<file path="src/rtl/x86ea_pkg.sv">
// ----------------------------------------------------------------------------
// x86ea_pkg
// Shared types, codes and helpers for the ModR/M effective-address block.
// ----------------------------------------------------------------------------
package x86ea_pkg;

	// item kinds on the input stream
	typedef enum logic {
		OP_EA     = 1'b0,
		OP_REG_WR = 1'b1
	} op_t;

	// ModR/M mod field
	localparam logic [1:0] MOD_IND = 2'd0;
	localparam logic [1:0] MOD_D8  = 2'd1;
	localparam logic [1:0] MOD_D32 = 2'd2;
	localparam logic [1:0] MOD_REG = 2'd3;

	// 32-bit rm / SIB codes
	localparam logic [2:0] RM_SIB  = 3'd4;
	localparam logic [2:0] RM_DISP = 3'd5;
	localparam logic [2:0] REG_ESP = 3'd4;
	localparam logic [2:0] REG_EBP = 3'd5;
	localparam logic [2:0] IDX_NONE = 3'd4;

	// 16-bit rm codes
	localparam logic [2:0] RM16_BX_SI = 3'd0;
	localparam logic [2:0] RM16_BX_DI = 3'd1;
	localparam logic [2:0] RM16_BP_SI = 3'd2;
	localparam logic [2:0] RM16_BP_DI = 3'd3;
	localparam logic [2:0] RM16_SI    = 3'd4;
	localparam logic [2:0] RM16_DI    = 3'd5;
	localparam logic [2:0] RM16_BP    = 3'd6;
	localparam logic [2:0] RM16_BX    = 3'd7;

	// register numbers used by 16-bit forms
	localparam logic [2:0] REG_BX = 3'd3;
	localparam logic [2:0] REG_BP = 3'd5;
	localparam logic [2:0] REG_SI = 3'd6;
	localparam logic [2:0] REG_DI = 3'd7;

	localparam int unsigned NUM_GPR = 8;
	localparam logic [15:0] ADDR16_MASK = 16'hFFFF;

	typedef logic [31:0] gpr_t;

	// register file read selection
	typedef struct packed {
		logic [2:0] a_idx;
		logic [2:0] b_idx;
		logic       b_en;
	} rd_sel_t;

	// decode fields handed to the address adder stage
	typedef struct packed {
		logic        a32;
		logic [7:0]  modrm;
		logic [39:0] tb;
		logic        seg_ovr;
		logic        b_en;
	} agu_ctl_t;

	typedef struct packed {
		logic [31:0] ea;
		logic        ss;
		logic        is_reg;
		logic [2:0]  len;
	} agu_res_t;

	// Picks the two register file ports: A = base (or first of a 16-bit pair),
	// B = index (or second of the pair).
	function automatic rd_sel_t rd_select(input logic a32, input logic [7:0] modrm,
		input logic [7:0] sib);
		rd_sel_t    s;
		logic [2:0] rm;
		rm = modrm[2:0];
		s  = '0;
		if (a32) begin
			s.a_idx = (rm == RM_SIB) ? sib[2:0] : rm;
			s.b_idx = sib[5:3];
			s.b_en  = (rm == RM_SIB) && (sib[5:3] != IDX_NONE);
		end else begin
			case (rm)
				RM16_BX_SI, RM16_BX_DI, RM16_BX: s.a_idx = REG_BX;
				RM16_BP_SI, RM16_BP_DI, RM16_BP: s.a_idx = REG_BP;
				RM16_SI:                         s.a_idx = REG_SI;
				default:                         s.a_idx = REG_DI;
			endcase
			s.b_idx = (rm == RM16_BX_DI || rm == RM16_BP_DI) ? REG_DI : REG_SI;
			s.b_en  = (rm == RM16_BX_SI || rm == RM16_BX_DI ||
				rm == RM16_BP_SI || rm == RM16_BP_DI);
		end
		return s;
	endfunction

endpackage

</file>
<file path="src/rtl/x86ea_agu.sv">
// ----------------------------------------------------------------------------
// x86ea_agu
// Effective-address adder: base + scaled index + displacement, segment and
// length flags, from register operands already read.
// ----------------------------------------------------------------------------
module x86ea_agu (
	input  x86ea_pkg::agu_ctl_t ctl,
	input  x86ea_pkg::gpr_t     opa,
	input  x86ea_pkg::gpr_t     opb,
	output x86ea_pkg::agu_res_t res
);

	logic [1:0]  mode;
	logic [2:0]  rm;
	logic [2:0]  base;
	logic [1:0]  scale;
	logic        sib_form;
	logic [7:0]  d8;
	logic [31:0] d32;
	logic [31:0] base_t;
	logic [31:0] idx_t;
	logic [31:0] disp_t;
	logic [31:0] sum;
	logic [2:0]  len;
	logic        ss;

	always_comb begin
		mode     = ctl.modrm[7:6];
		rm       = ctl.modrm[2:0];
		base     = ctl.tb[2:0];
		scale    = ctl.tb[7:6];
		sib_form = ctl.a32 && (rm == x86ea_pkg::RM_SIB);
		// displacement starts after SIB when there is one
		d8       = sib_form ? ctl.tb[15:8] : ctl.tb[7:0];
		d32      = sib_form ? ctl.tb[39:8] : ctl.tb[31:0];
		base_t   = opa;
		idx_t    = '0;
		disp_t   = '0;
		len      = '0;
		ss       = 1'b0;

		if (ctl.a32) begin
			if (sib_form) begin
				len = 3'd1;
				if (mode == x86ea_pkg::MOD_IND && base == x86ea_pkg::REG_EBP) begin
					base_t = ctl.tb[39:8];
					len    = 3'd5;
				end else begin
					ss = (base == x86ea_pkg::REG_ESP) || (base == x86ea_pkg::REG_EBP);
				end
				if (ctl.b_en)
					idx_t = opb << scale;
			end else if (mode == x86ea_pkg::MOD_IND && rm == x86ea_pkg::RM_DISP) begin
				base_t = ctl.tb[31:0];
				len    = 3'd4;
			end else begin
				ss = (rm == x86ea_pkg::REG_EBP);
			end
			case (mode)
				x86ea_pkg::MOD_D8: begin
					disp_t = {{24{d8[7]}}, d8};
					len    = len + 3'd1;
				end
				x86ea_pkg::MOD_D32: begin
					disp_t = d32;
					len    = len + 3'd4;
				end
				default: ;
			endcase
		end else begin
			if (mode == x86ea_pkg::MOD_IND && rm == x86ea_pkg::RM16_BP) begin
				// direct disp16
				base_t = {16'd0, ctl.tb[15:0]};
				len    = 3'd2;
			end else begin
				if (ctl.b_en)
					idx_t = opb;
				ss = rm inside {x86ea_pkg::RM16_BP_SI, x86ea_pkg::RM16_BP_DI,
					x86ea_pkg::RM16_BP};
				case (mode)
					x86ea_pkg::MOD_D8: begin
						disp_t = {{24{ctl.tb[7]}}, ctl.tb[7:0]};
						len    = 3'd1;
					end
					x86ea_pkg::MOD_D32: begin
						disp_t = {16'd0, ctl.tb[15:0]};
						len    = 3'd2;
					end
					default: ;
				endcase
			end
		end

		sum = base_t + idx_t + disp_t;

		res.ea     = ctl.a32 ? sum : {16'd0, sum[15:0] & x86ea_pkg::ADDR16_MASK};
		res.ss     = ss && !ctl.seg_ovr;
		res.is_reg = 1'b0;
		res.len    = len;
		if (mode == x86ea_pkg::MOD_REG) begin
			res.ea     = '0;
			res.ss     = 1'b0;
			res.is_reg = 1'b1;
			res.len    = '0;
		end
	end

endmodule

</file>
<file path="src/rtl/x86_modrm_effective_address.sv">
// ----------------------------------------------------------------------------
// x86_modrm_effective_address
// x86 ModR/M + SIB effective-address generator with its own copy of the
// eight general registers.
// ----------------------------------------------------------------------------
//
//  Channel | Dir | Signals                    | Content
//  --------+-----+----------------------------+----------------------------------
//  s_*     | in  | tvalid tready tdata tuser  | register write or decode item
//  m_*     | out | tvalid tready tdata tuser  | effective address + flags
//
//  Throughput is one item per clock while no decode is held back. A decode
//  result passes through the input register, register file read and address
//  adder, and output register.
//  Register writes update the file as they leave the input register and
//  produce no result; a decode accepted in the next cycle sees the new value.
//  Reset clears all eight registers and both stages. A decode holds in the
//  input register while the output register is full and m_tready is low, so
//  s_tready drops only then; a register write never waits.
// ----------------------------------------------------------------------------
module x86_modrm_effective_address (
	input  logic        clk,
	input  logic        arst_n,
	input  logic        s_tvalid,
	output logic        s_tready,
	// [2:0] reg_index, [34:3] reg_value, [35] address_32, [43:36] modrm,
	// [83:44] trailing_bytes, [84] segment_override, [87:85] zero
	input  logic [87:0] s_tdata,
	// [0] operation (0 compute address, 1 write register)
	input  logic        s_tuser,
	output logic        m_tvalid,
	input  logic        m_tready,
	// [31:0] effective_address, [32] uses_stack_segment,
	// [35:33] bytes_after_modrm, [39:36] zero
	output logic [39:0] m_tdata,
	// [0] is_register_operand
	output logic        m_tuser
);

	// ---- stage 1: input register ----
	logic                  valid_s1;
	x86ea_pkg::op_t        op_s1;
	logic [2:0]            idx_s1;
	x86ea_pkg::gpr_t       val_s1;
	x86ea_pkg::agu_ctl_t   ctl_s1;

	// ---- stage 2: output register ----
	logic                  valid_s2;
	x86ea_pkg::agu_res_t   res_s2;

	x86ea_pkg::gpr_t       gpr_q [x86ea_pkg::NUM_GPR];
	x86ea_pkg::rd_sel_t    sel;
	x86ea_pkg::agu_ctl_t   agu_ctl;
	x86ea_pkg::gpr_t       opa;
	x86ea_pkg::gpr_t       opb;
	x86ea_pkg::agu_res_t   agu_res;

	logic en1, en2;
	logic wr_go;

	// stage enables, from the output side back
	assign en2 = !valid_s2 || m_tready;
	// a register write never needs the output register
	assign en1 = !valid_s1 || (op_s1 == x86ea_pkg::OP_REG_WR) || en2;
	assign s_tready = en1;

	assign wr_go = valid_s1 && (op_s1 == x86ea_pkg::OP_REG_WR);

	// stage 1
	always_ff @(posedge clk or negedge arst_n) begin
		if (!arst_n) begin
			valid_s1 <= 1'b0;
			op_s1    <= x86ea_pkg::OP_EA;
		end else if (en1) begin
			valid_s1 <= s_tvalid;
			op_s1    <= x86ea_pkg::op_t'(s_tuser);
		end
	end

	always_ff @(posedge clk) begin
		if (en1 && s_tvalid) begin
			idx_s1          <= s_tdata[2:0];
			val_s1          <= s_tdata[34:3];
			ctl_s1.a32      <= s_tdata[35];
			ctl_s1.modrm    <= s_tdata[43:36];
			ctl_s1.tb       <= s_tdata[83:44];
			ctl_s1.seg_ovr  <= s_tdata[84];
			ctl_s1.b_en     <= 1'b0;
		end
	end

	// register file: one write port, two combinational read ports
	always_ff @(posedge clk or negedge arst_n) begin
		if (!arst_n) begin
			for (int i = 0; i < x86ea_pkg::NUM_GPR; i++)
				gpr_q[i] <= '0;
		end else if (wr_go) begin
			gpr_q[idx_s1] <= val_s1;
		end
	end

	assign sel = x86ea_pkg::rd_select(ctl_s1.a32, ctl_s1.modrm, ctl_s1.tb[7:0]);
	assign opa = gpr_q[sel.a_idx];
	assign opb = gpr_q[sel.b_idx];

	always_comb begin
		agu_ctl      = ctl_s1;
		agu_ctl.b_en = sel.b_en;
	end

	x86ea_agu u_agu (
		.ctl (agu_ctl),
		.opa (opa),
		.opb (opb),
		.res (agu_res)
	);

	// stage 2
	always_ff @(posedge clk or negedge arst_n) begin
		if (!arst_n) begin
			valid_s2 <= 1'b0;
		end else if (en2) begin
			valid_s2 <= valid_s1 && (op_s1 == x86ea_pkg::OP_EA);
		end
	end

	always_ff @(posedge clk) begin
		if (en2 && valid_s1 && (op_s1 == x86ea_pkg::OP_EA))
			res_s2 <= agu_res;
	end

	assign m_tvalid = valid_s2;
	assign m_tdata  = {4'd0, res_s2.len, res_s2.ss, res_s2.ea};
	assign m_tuser  = res_s2.is_reg;

endmodule

</file>
<file path="config.mk">
export PLATFORM = sky130hd
export DESIGN_NAME = x86_modrm_effective_address
export DESIGN_NICKNAME = d
export VERILOG_FILES = /design/src/rtl/x86ea_pkg.sv /design/src/rtl/x86ea_agu.sv /design/src/rtl/x86_modrm_effective_address.sv
export SDC_FILE = /design/constraint.sdc
export NUM_CORES = 1
export LEC_CHECK = 0
export BUFFER_PORTS_ARGS = -buffer_cell sky130_fd_sc_hd__buf_2
export CAP_MARGIN = 20
export CORE_MARGIN = 2
export CORE_UTILIZATION = 29
export DETAILED_ROUTE_END_ITERATION = 8
export GPL_TIMING_DRIVEN = 0
export PLACE_DENSITY = 0.46
export SLEW_MARGIN = 15
export SYNTH_ARGS = -nofsm -noshare
export SYNTH_HDL_FRONTEND = slang
export SYNTH_SLANG_ARGS = --single-unit
</file>
<file path="constraint.sdc">
create_clock -name clk -period 9.9 [get_ports clk]
set_input_delay 1.98 -clock clk [delete_from_list [all_inputs] [get_ports clk]]
set_output_delay 1.98 -clock clk [all_outputs]
set_load 0.05 [all_outputs]
</file>
==> key figures, run 1 <==
CTS
  • CTS tree: built
  • Worst-Skew Late Latency: 0.61 ns
  • Hold_buf cts: 0
  • Total number of H-tree levels: 2
  • Cts bufs inserted: 47
  • Root Driver: clkbuf_16
  • Post-CTS Setup Inserts: 0
  • PostCTS Resize Cnt: 0
  • Worst-path clk slew: 0.06 ns
  • CTS Sinks: 378
  • Maximum clock path buffer count: 3

Logic synthesis
  • EDFF count, synth: 119
  • Ranking of synthesized cells by area: dfrtp_1 (29%), edfxtp_1 (16%), mux2_2 (13%)
  • Synth warn: 0
  • Synth Cell Area: 0.02258 mm²
  • Register area share after synthesis: 0.4454
  • Seq cells post-synth: 378
  • Ys async rst share: 0.6852
  • Top cells by count, synth: nand2_1 (364), mux2_2 (262), dfrtp_1 (259)
  • Post-Synthesis Cells: 2042
  • Top_reg_cell synth: dfrtp_1
  • Yosys cell types: 66
  • Cell taking the most area after synthesis: dfrtp_1
  • Mean Syn Cell Area: 11.06 µm²
  • Most common cell in the netlist: nand2_1
  • Yosys top cell area share: 0.2871

Critical path
  • CP max stage cell: a221oi_2
  • CP Launch Type: flip-flop
  • Worst-path maximum fanout: 10
  • Register-to-register path setup slack: 1.70 ns
  • Critical Path Most Common Cell: clkbuf_1
  • Kind of end point of the critical path: flip-flop
  • Worst path arrival time: 8.53 ns
  • CP peak stage delay: 0.63 ns
  • CP Class: reg -> reg
  • Worst EP required: 10.23 ns
  • CP Cell Sequence: clkbuf_1 > nor2b_1 > clkbuf_1 > a221oi_2 > buf_4 > clkbuf_1 > clkbuf_1 > nand2_1 > nand3_1 > a21oi_1 > a21oi_1 > o221ai_1 > fa_1 > inv_1 > fa_1 > a21o_1 > a221oi_1 > o21ai_0 > a21oi_1 > o2111ai_1 > a41oi_1 > nor2_1 > mux2_1

Route
  • DRC viols: 0
  • Wirelength per Cell: 25.08 µm
  • Drt via density: 5.386
  • 1st-pass router iterations: 5
  • Iteration-0 DRC Markers: 1624
  • Via Count: 17820
  • Post-detailed-routing wire length: 82990 µm
  • Final ANT Viol Nets: 0

Timing
  • Fin crit share: 0.8283
  • Crit path setup slack, layout: 1.700 ns
  • Unrepaired setup endpoints after global routing: false
  • Minimum clock period: 8.200 ns
  • Slew @ Worst Pin: 1.035 ns
  • Setup TNS: 0 ns
  • Fin. Hold Viols: 0
  • Final Skew: 0.01513 ns
  • Final setup viols: 0
  • Slew headroom: 0.3098
  • Fin. max-slew vios: 0
  • Max Clock Freq: 121.9 MHz

Floorplan
  • Die width: 283.0 µm
  • Core footprint: 0.07721 mm²
  • Row Count: 102
  • Initial Util: 0.2924
  • I/O Pins: 136
  • Die height: 283.0 µm
  • Die ar.: 0.08010 mm²

Global route
  • Largest net degree at the start of global routing: 105
  • Gr busiest metal: met2
  • Number of global-route vias before repair: 18210
  • Initial antenna violation count: 1
  • Wire length of the first global-routing pass: 122200 µm
  • Routing usage on met1: 0.2616
  • GR Util All Layers: 0.2031
  • Total grt overflow: 0
  • M2 GR Usage: 0.3394
  • Met3 usage in global routing: 0.03857

Finish
  • Antenna diodes: 0
  • Nets@finish: 2389
  • Area taken by multi-input logic gates: 0.01178 mm²
  • Seq. cell area: 0.01005 mm²
  • Layout area overhead: 16.73%
  • Share of cells above drive strength 1: 0.2574
  • Number of fill cells in the layout: 7758

Outcome
  • Run status: completed

Pwr
  • Cell Pwr Density: 220.4 mW/mm²
  • Max VDD drop: 123.6 µV
  • Lkg Pwr: 10.71 nW

Placed design
  • Pre-CTS WS: 1.836 ns
  • RePlAce Congestion: 0.9150
  • Dpl hpwl: 61140 µm
  • Port Buffer Count: 125

Run
  • # Max-Cap Violations: 0

Hold path
  • Worst hold path type: reg -> reg
path summary, 6_finish.rpt:
path	start	endpoint	depth (start not counted)
max	agu_ctl[43]$_DFFE_PP_	m_tdata[31]$_SDFFCE_PN0P_	23
min	gpr_q[222]$_DFFE_PN0P_	gpr_q[222]$_DFFE_PN0P_	1
max reg2reg	agu_ctl[43]$_DFFE_PP_	m_tdata[31]$_SDFFCE_PN0P_	23
min reg2reg	gpr_q[222]$_DFFE_PN0P_	gpr_q[222]$_DFFE_PN0P_	1
max in group asynchronous	arst_n	valid_s1$_DFFE_PN0N_	2
min in group asynchronous	arst_n	gpr_q[209]$_DFFE_PN0P_	1
flip-flops by register name (all words and copies together), names as in the netlist:
signal    cells
idx_s1        3
val_s1       32
op_s1         1
m_tdata      36
valid_s1      1
agu_ctl      47
m_tuser       1
gpr_q       256
m_tvalid      1
per-layer routing:
layer,vias up,routed length (µm),part of all wire
li1,7912,-,-
met1,9085,35240,0.42
met2,660,39770,0.48
met3,163,5007,0.060
met4,2,2968,0.036
met5,-,13,0.00016
per-stage QoR:
step / total power, W / hold slack (ns) / std cells / util / cell area (µm²)
after floorplan: 0.003442 / 0.4933 / 2045 / - / 22590
after global placement: 0.003989 / 0.5068 / 3210 / 0.3175 / 24510
after detailed placement: 0.004048 / 0.5107 / 3221 / 0.3207 / 24760
after CTS: 0.005851 / 0.5235 / 3309 / 0.3413 / 26350
after global routing: 0.006123 / 0.5335 / 3309 / 0.3413 / 26350
final: 0.005808 / 0.5252 / 3309 / 0.3413 / 26350
power by group:
group | leakage [nW] | total, W | switching [W] | internal [W]
logic | 5.61 | 0.00179 | 0.000997 | 0.000792
clock network | 0.778 | 0.00177 | 0.000719 | 0.00105
registers | 4.33 | 0.00225 | 0.000277 | 0.00197
critical path, delay by kind of cell, from the launching register on:
kind | cells | cell delay (ns)
AO/OA/AOI/OAI | 10 | 3.74
buffers and inverters | 6 | 2.09
adder cells (fa/ha/maj) | 2 | 1.00
AND/OR/NAND/NOR | 4 | 0.42
multiplexers | 1 | 0.33
flip-flops | 1 | 0.32
cell type report:
| cell class | instances | share of cell area |
|---|---|---|
| plain buffers | 151 | 0.02298 |
| multi-input cells | 1463 | 0.4470 |
| inverters | 53 | 0.007549 |
| clock inverters | 17 | 0.007834 |
| repair buffers | 136 | 0.03110 |
| flip-flops and latches | 378 | 0.3815 |
| clock buffers | 71 | 0.05265 |
| well taps | 1040 | 0.04938 |
cells in the final DEF, fill, tap and decap left out, types with 6 or more instances in the layout:
master and instances:
nor3_1 9, and3_1 29, nand4_1 7, edfxtp_1 119, o221ai_1 14, o211ai_1 6
o22ai_1 45, a21o_1 16, o22a_1 17, mux2_2 262, ha_1 34, buf_2 134
nor2b_1 11, dfrtp_1 259, a31oi_1 23, xnor2_1 10, clkbuf_1 132, clkbuf_8 10
buf_4 8, inv_1 51, a311oi_1 29, fa_1 32, nor2_1 84, clkbuf_16 48
mux4_2 81, buf_1 16, a22oi_1 21, o21ai_0 38, a211oi_1 17, xor2_1 16
nand2_1 364, a21oi_1 75, mux2i_1 48, nand3_1 88
cells by family (layout without fill, tap and decap cells):
family          count (synthesis)  in the layout  synth area share
other cells                     1              4         0.0001661
simple gates                  629            629            0.1200
compound gates                340            340            0.1018
fa+ha+maj                      66             66           0.04722
xor+xnor                       26             26           0.01009
mux                           398            398            0.2397
flops                         378            378            0.4454
buf+inv                       204            428           0.03564
Power figures use the tool's default switching activity.
==> run 2: changes to the inputs <==
--- a/config.mk
+++ b/config.mk
@@ -5,13 +5,14 @@
 export SDC_FILE = /design/constraint.sdc
 export NUM_CORES = 1
 export LEC_CHECK = 0
+export ABC_AREA = 1
 export BUFFER_PORTS_ARGS = -buffer_cell sky130_fd_sc_hd__buf_2
 export CAP_MARGIN = 20
 export CORE_MARGIN = 2
 export CORE_UTILIZATION = 29
 export DETAILED_ROUTE_END_ITERATION = 8
 export GPL_TIMING_DRIVEN = 0
-export PLACE_DENSITY = 0.46
+export PLACE_DENSITY = 0.47
 export SLEW_MARGIN = 15
 export SYNTH_ARGS = -nofsm -noshare
 export SYNTH_HDL_FRONTEND = slang
==> constraint.sdc (replaced) <==
create_clock -name clk -period 6.7 [get_ports clk]
set_input_delay 1.34 -clock clk [delete_from_list [all_inputs] [get_ports clk]]
set_output_delay 1.34 -clock clk [all_outputs]
set_load 0.05 [all_outputs]
==> run 2 against run 1 <==
Against the previous run: critical path type unchanged; core utilization shrank 0.11 points; sequential power grew 45%; non-clock buffer count grew 39; largest cell class unchanged.
==> key figures, run 2 <==
Critical path
  • Kind of end point of the critical path: flip-flop
  • Worst EP required: 7.05 ns (-3.18 ns)
  • Worst path arrival time: 6.77 ns (-1.76 ns)
  • Worst-path maximum fanout: 10 (unchanged)
  • Worst-case reg-to-reg path depth: 25 (+8.7%)
  • CP Launch Type: flip-flop
  • CP Class: reg -> reg

Global route
  • M2 GR Usage: 0.4016 (+0.06222)
  • Total grt overflow: 0 (unchanged)
  • Routing usage on met1: 0.3734 (+0.1118)
  • Met3 usage in global routing: 0.05000 (+0.01143)
  • Largest net degree at the start of global routing: 96 (-8.6%)
  • Wire length of the first global-routing pass: 162300 µm (+33%)
  • Number of global-route vias before repair: 22660 (+24%)
  • Initial antenna violation count: 3 (+2)
  • Gr busiest metal: met2
  • GR Util All Layers: 0.2697 (+0.06660)

Placed design
  • Dpl hpwl: 84480 µm (+38%)
  • Dpl cells: 4255 (+32%)
  • Port Buffer Count: 125 (unchanged)
  • RePlAce Congestion: 1.023 (+12%)

CTS
  • CTS tree: built
  • PostCTS Resize Cnt: 0 (unchanged)
  • Worst-Skew Late Latency: 0.62 ns (about the same)
  • Hold_buf cts: 0 (unchanged)
  • Maximum clock path buffer count: 3 (unchanged)
  • Post-CTS Setup Inserts: 0 (unchanged)
  • Total number of H-tree levels: 2 (unchanged)
  • Worst-path clk slew: 0.06 ns (about the same)
  • Root Driver: clkbuf_16
  • Cts bufs inserted: 45 (-4.3%)
  • CTS Sinks: 378 (unchanged)

Logic synthesis
  • Yosys cell types: 58 (-12%)
  • Ys async rst share: 0.6852 (unchanged)
  • Post-Synthesis Cells: 3070 (+50%)
  • EDFF count, synth: 119 (unchanged)
  • Synth warn: 0 (unchanged)
  • Cell taking the most area after synthesis: dfrtp_1
  • Most common cell in the netlist: nand2_1
  • Seq cells post-synth: 378 (unchanged)
  • Top cells by count, synth: nand2_1 (857), o21ai_0 (466), dfrtp_1 (259), inv_1 (259), nor2_1 (237)
  • Mean Syn Cell Area: 7.586 µm² (-31%)
  • Yosys top cell area share: 0.2783 (-0.008791)
  • Ranking of synthesized cells by area: dfrtp_1 (28%), edfxtp_1 (15%), nand2_1 (14%)
  • Top_reg_cell synth: dfrtp_1
  • Synth Cell Area: 0.02329 mm² (+3.2%)
  • Register area share after synthesis: 0.4317 (-0.01364)

Timing
  • Final Skew: 0.02722 ns (+0.01209 ns)
  • Minimum clock period: 6.423 ns (-1.778 ns)
  • Slew @ Worst Pin: 1.113 ns (+0.07803 ns)
  • Final setup viols: 0 (unchanged)
  • Fin. max-slew vios: 0 (unchanged)
  • Max Clock Freq: 155.7 MHz (+28%)
  • Fin crit share: 0.9586 (+0.1303)
  • Fin. Hold Viols: 0 (unchanged)
  • Slew headroom: 0.2578 (-0.05202)
  • Unrepaired setup endpoints after global routing: false

Finish
  • Most flops, register: gpr_q
  • Nets@finish: 3411 (+43%)
  • Final core occ: 0.3402 (-0.001121)
  • Non-filler instance count after layout: 4336 (+31%)
  • Share of cells above drive strength 1: 0.1010 (-0.1563)
  • Most common cell after layout, fill and taps aside: nand2_1
  • Antenna diodes: 0 (unchanged)
  • Largest register FFs: 256 (unchanged)
  • Layout area overhead: 15.77%
  • Commonest cells after routing, fill and taps aside: nand2_1 (857), o21ai_0 (466), inv_1 (259), dfrtp_1 (259), nor2_1 (235)

Run
  • # Max-Cap Violations: 0 (unchanged)

Floorplan
  • Initial Util: 0.2939 (+0.001451)
  • Die ar.: 0.08259 mm² (+3.1%)
  • Die width: 287.4 µm (+1.5%)
  • Die height: 287.4 µm (+1.5%)
  • I/O Pins: 136 (unchanged)
  • Core footprint: 0.07926 mm² (+2.6%)
  • Row Count: 103 (+0.98%)

Route
  • DRC viols: 0 (unchanged)
  • Final ANT Viol Nets: 0 (unchanged)
  • Via Count: 23680 (+33%)
  • 1st-pass router iterations: 6 (+1)
  • Drt via density: 5.460 (+1.4%)
  • Post-detailed-routing wire length: 112700 µm (+36%)
  • Iteration-0 DRC Markers: 2712 (+67%)
  • Wirelength per Cell: 26.00 µm (+3.7%)

Pwr
  • Cell Pwr Density: 305.3 mW/mm² (+39%)
  • Max VDD drop: 168.3 µV (+36%)
  • Lkg Pwr: 12.20 nW (+14%)

Hold path
  • Hold path depth: 2 (+1)
  • Worst hold path type: reg -> reg

Outcome
  • Run status: completed
run 2: cell types whose count changed after synthesis, sizes merged, moves of 29 or more:
| cell | before | now |
|---|---|---|
| nor2 | 85 | 244 |
| mux4 | 86 | 0 |
| buf | 32 | 97 |
| inv | 53 | 267 |
| o21ai | 41 | 510 |
| a21oi | 75 | 165 |
| o211ai | 6 | 71 |
| nand2 | 364 | 864 |
| and3 | 29 | 0 |
| nand3 | 88 | 137 |
| mux2i | 48 | 1 |
| mux2 | 264 | 0 |
run 2: worst max-delay path: stages (launching register included):
cell	delay [ns]
edfxtp_1	0.36
buf_4	0.20
inv_1	0.08
nand2_1	0.08
o21ai_0	0.17
nand2_1	0.26
inv_2	0.29
clkbuf_1	0.64
o21ai_0	0.19
o22ai_1	0.53
nand2_1	0.23
a32o_1	0.31
fa_1	0.54
inv_1	0.05
ha_1	0.38
nand2_1	0.11
nor2_1	0.17
nand4_1	0.10
o21ai_0	0.46
a21boi_0	0.26
o21ai_0	0.40
nand2_1	0.09
nand2_1	0.09
nand2_1	0.05
nand2_1	0.06
nor2_1	0.04
run 2: path summary, 6_finish.rpt:
kind                                        from                   endpoint  slack, ns
max                        agu_ctl[42]$_DFFE_PP_  m_tdata[27]$_SDFFCE_PN0P_       0.28
min                        gpr_q[74]$_DFFE_PN0P_      gpr_q[74]$_DFFE_PN0P_       0.48
max reg2reg                agu_ctl[42]$_DFFE_PP_  m_tdata[27]$_SDFFCE_PN0P_       0.28
min reg2reg                gpr_q[74]$_DFFE_PN0P_      gpr_q[74]$_DFFE_PN0P_       0.48
max in group asynchronous                 arst_n     gpr_q[245]$_DFFE_PN0P_       5.05
min in group asynchronous                 arst_n     gpr_q[231]$_DFFE_PN0P_       0.75
run 2: cells by family after synthesis:
kind of cell,Yosys count,share of synthesized area
adders and majority gates,66,0.04577
buffers and inverters,466,0.08563
other,1,0.0001610
muxes,1,0.0004298
AOI/OAI and AO/OA,887,0.2177
and+or+nand+nor,1270,0.2182
xor gates and xnor gates,1,0.0003761
DFF,378,0.4317
run 2: power by group:
group / total (W) / leakage, nW / switching, W / internal [W]
sequential: 0.00326 / 4.44 / 0.000398 / 0.00286
clock: 0.00260 / 0.731 / 0.00110 / 0.00150
combinational: 0.00238 / 7.03 / 0.00165 / 0.000728
run 2: layer usage:
metal,wire (µm),vias to the layer above
li1,-,10690
met4,6013,0
met2,47900,1242
met5,0,-
met3,10000,264
met1,48830,11480
run 2: metrics by stage:
stage          setup TNS (ns)  power [W]  setup WS (ns)  hold slack, ns  area, µm²
6_report                    0   0.008231         0.2771          0.4818      26960
3_5_place_dp                0   0.005593         0.4587          0.4727      25440
3_3_place_gp          -311.81   0.005569         -1.269          0.4674      25240
5_1_grt                     0   0.008637        0.01243          0.4998      26960
2_1_floorplan               0   0.004621          1.248          0.4530      23300
4_1_cts                     0   0.008211         0.4392          0.4863      26960
run 2: final cells by class:
class | count | area (µm²)
buffer | 194 | 968.4
clock buffer | 54 | 1180
clock inverter | 27 | 346.6
fill | 8689 | 52300
inverter | 272 | 1026
multi-input combinational | 2229 | 11270
sequential | 378 | 10050
tap | 1050 | 1314
timing repair buffer | 132 | 805.8
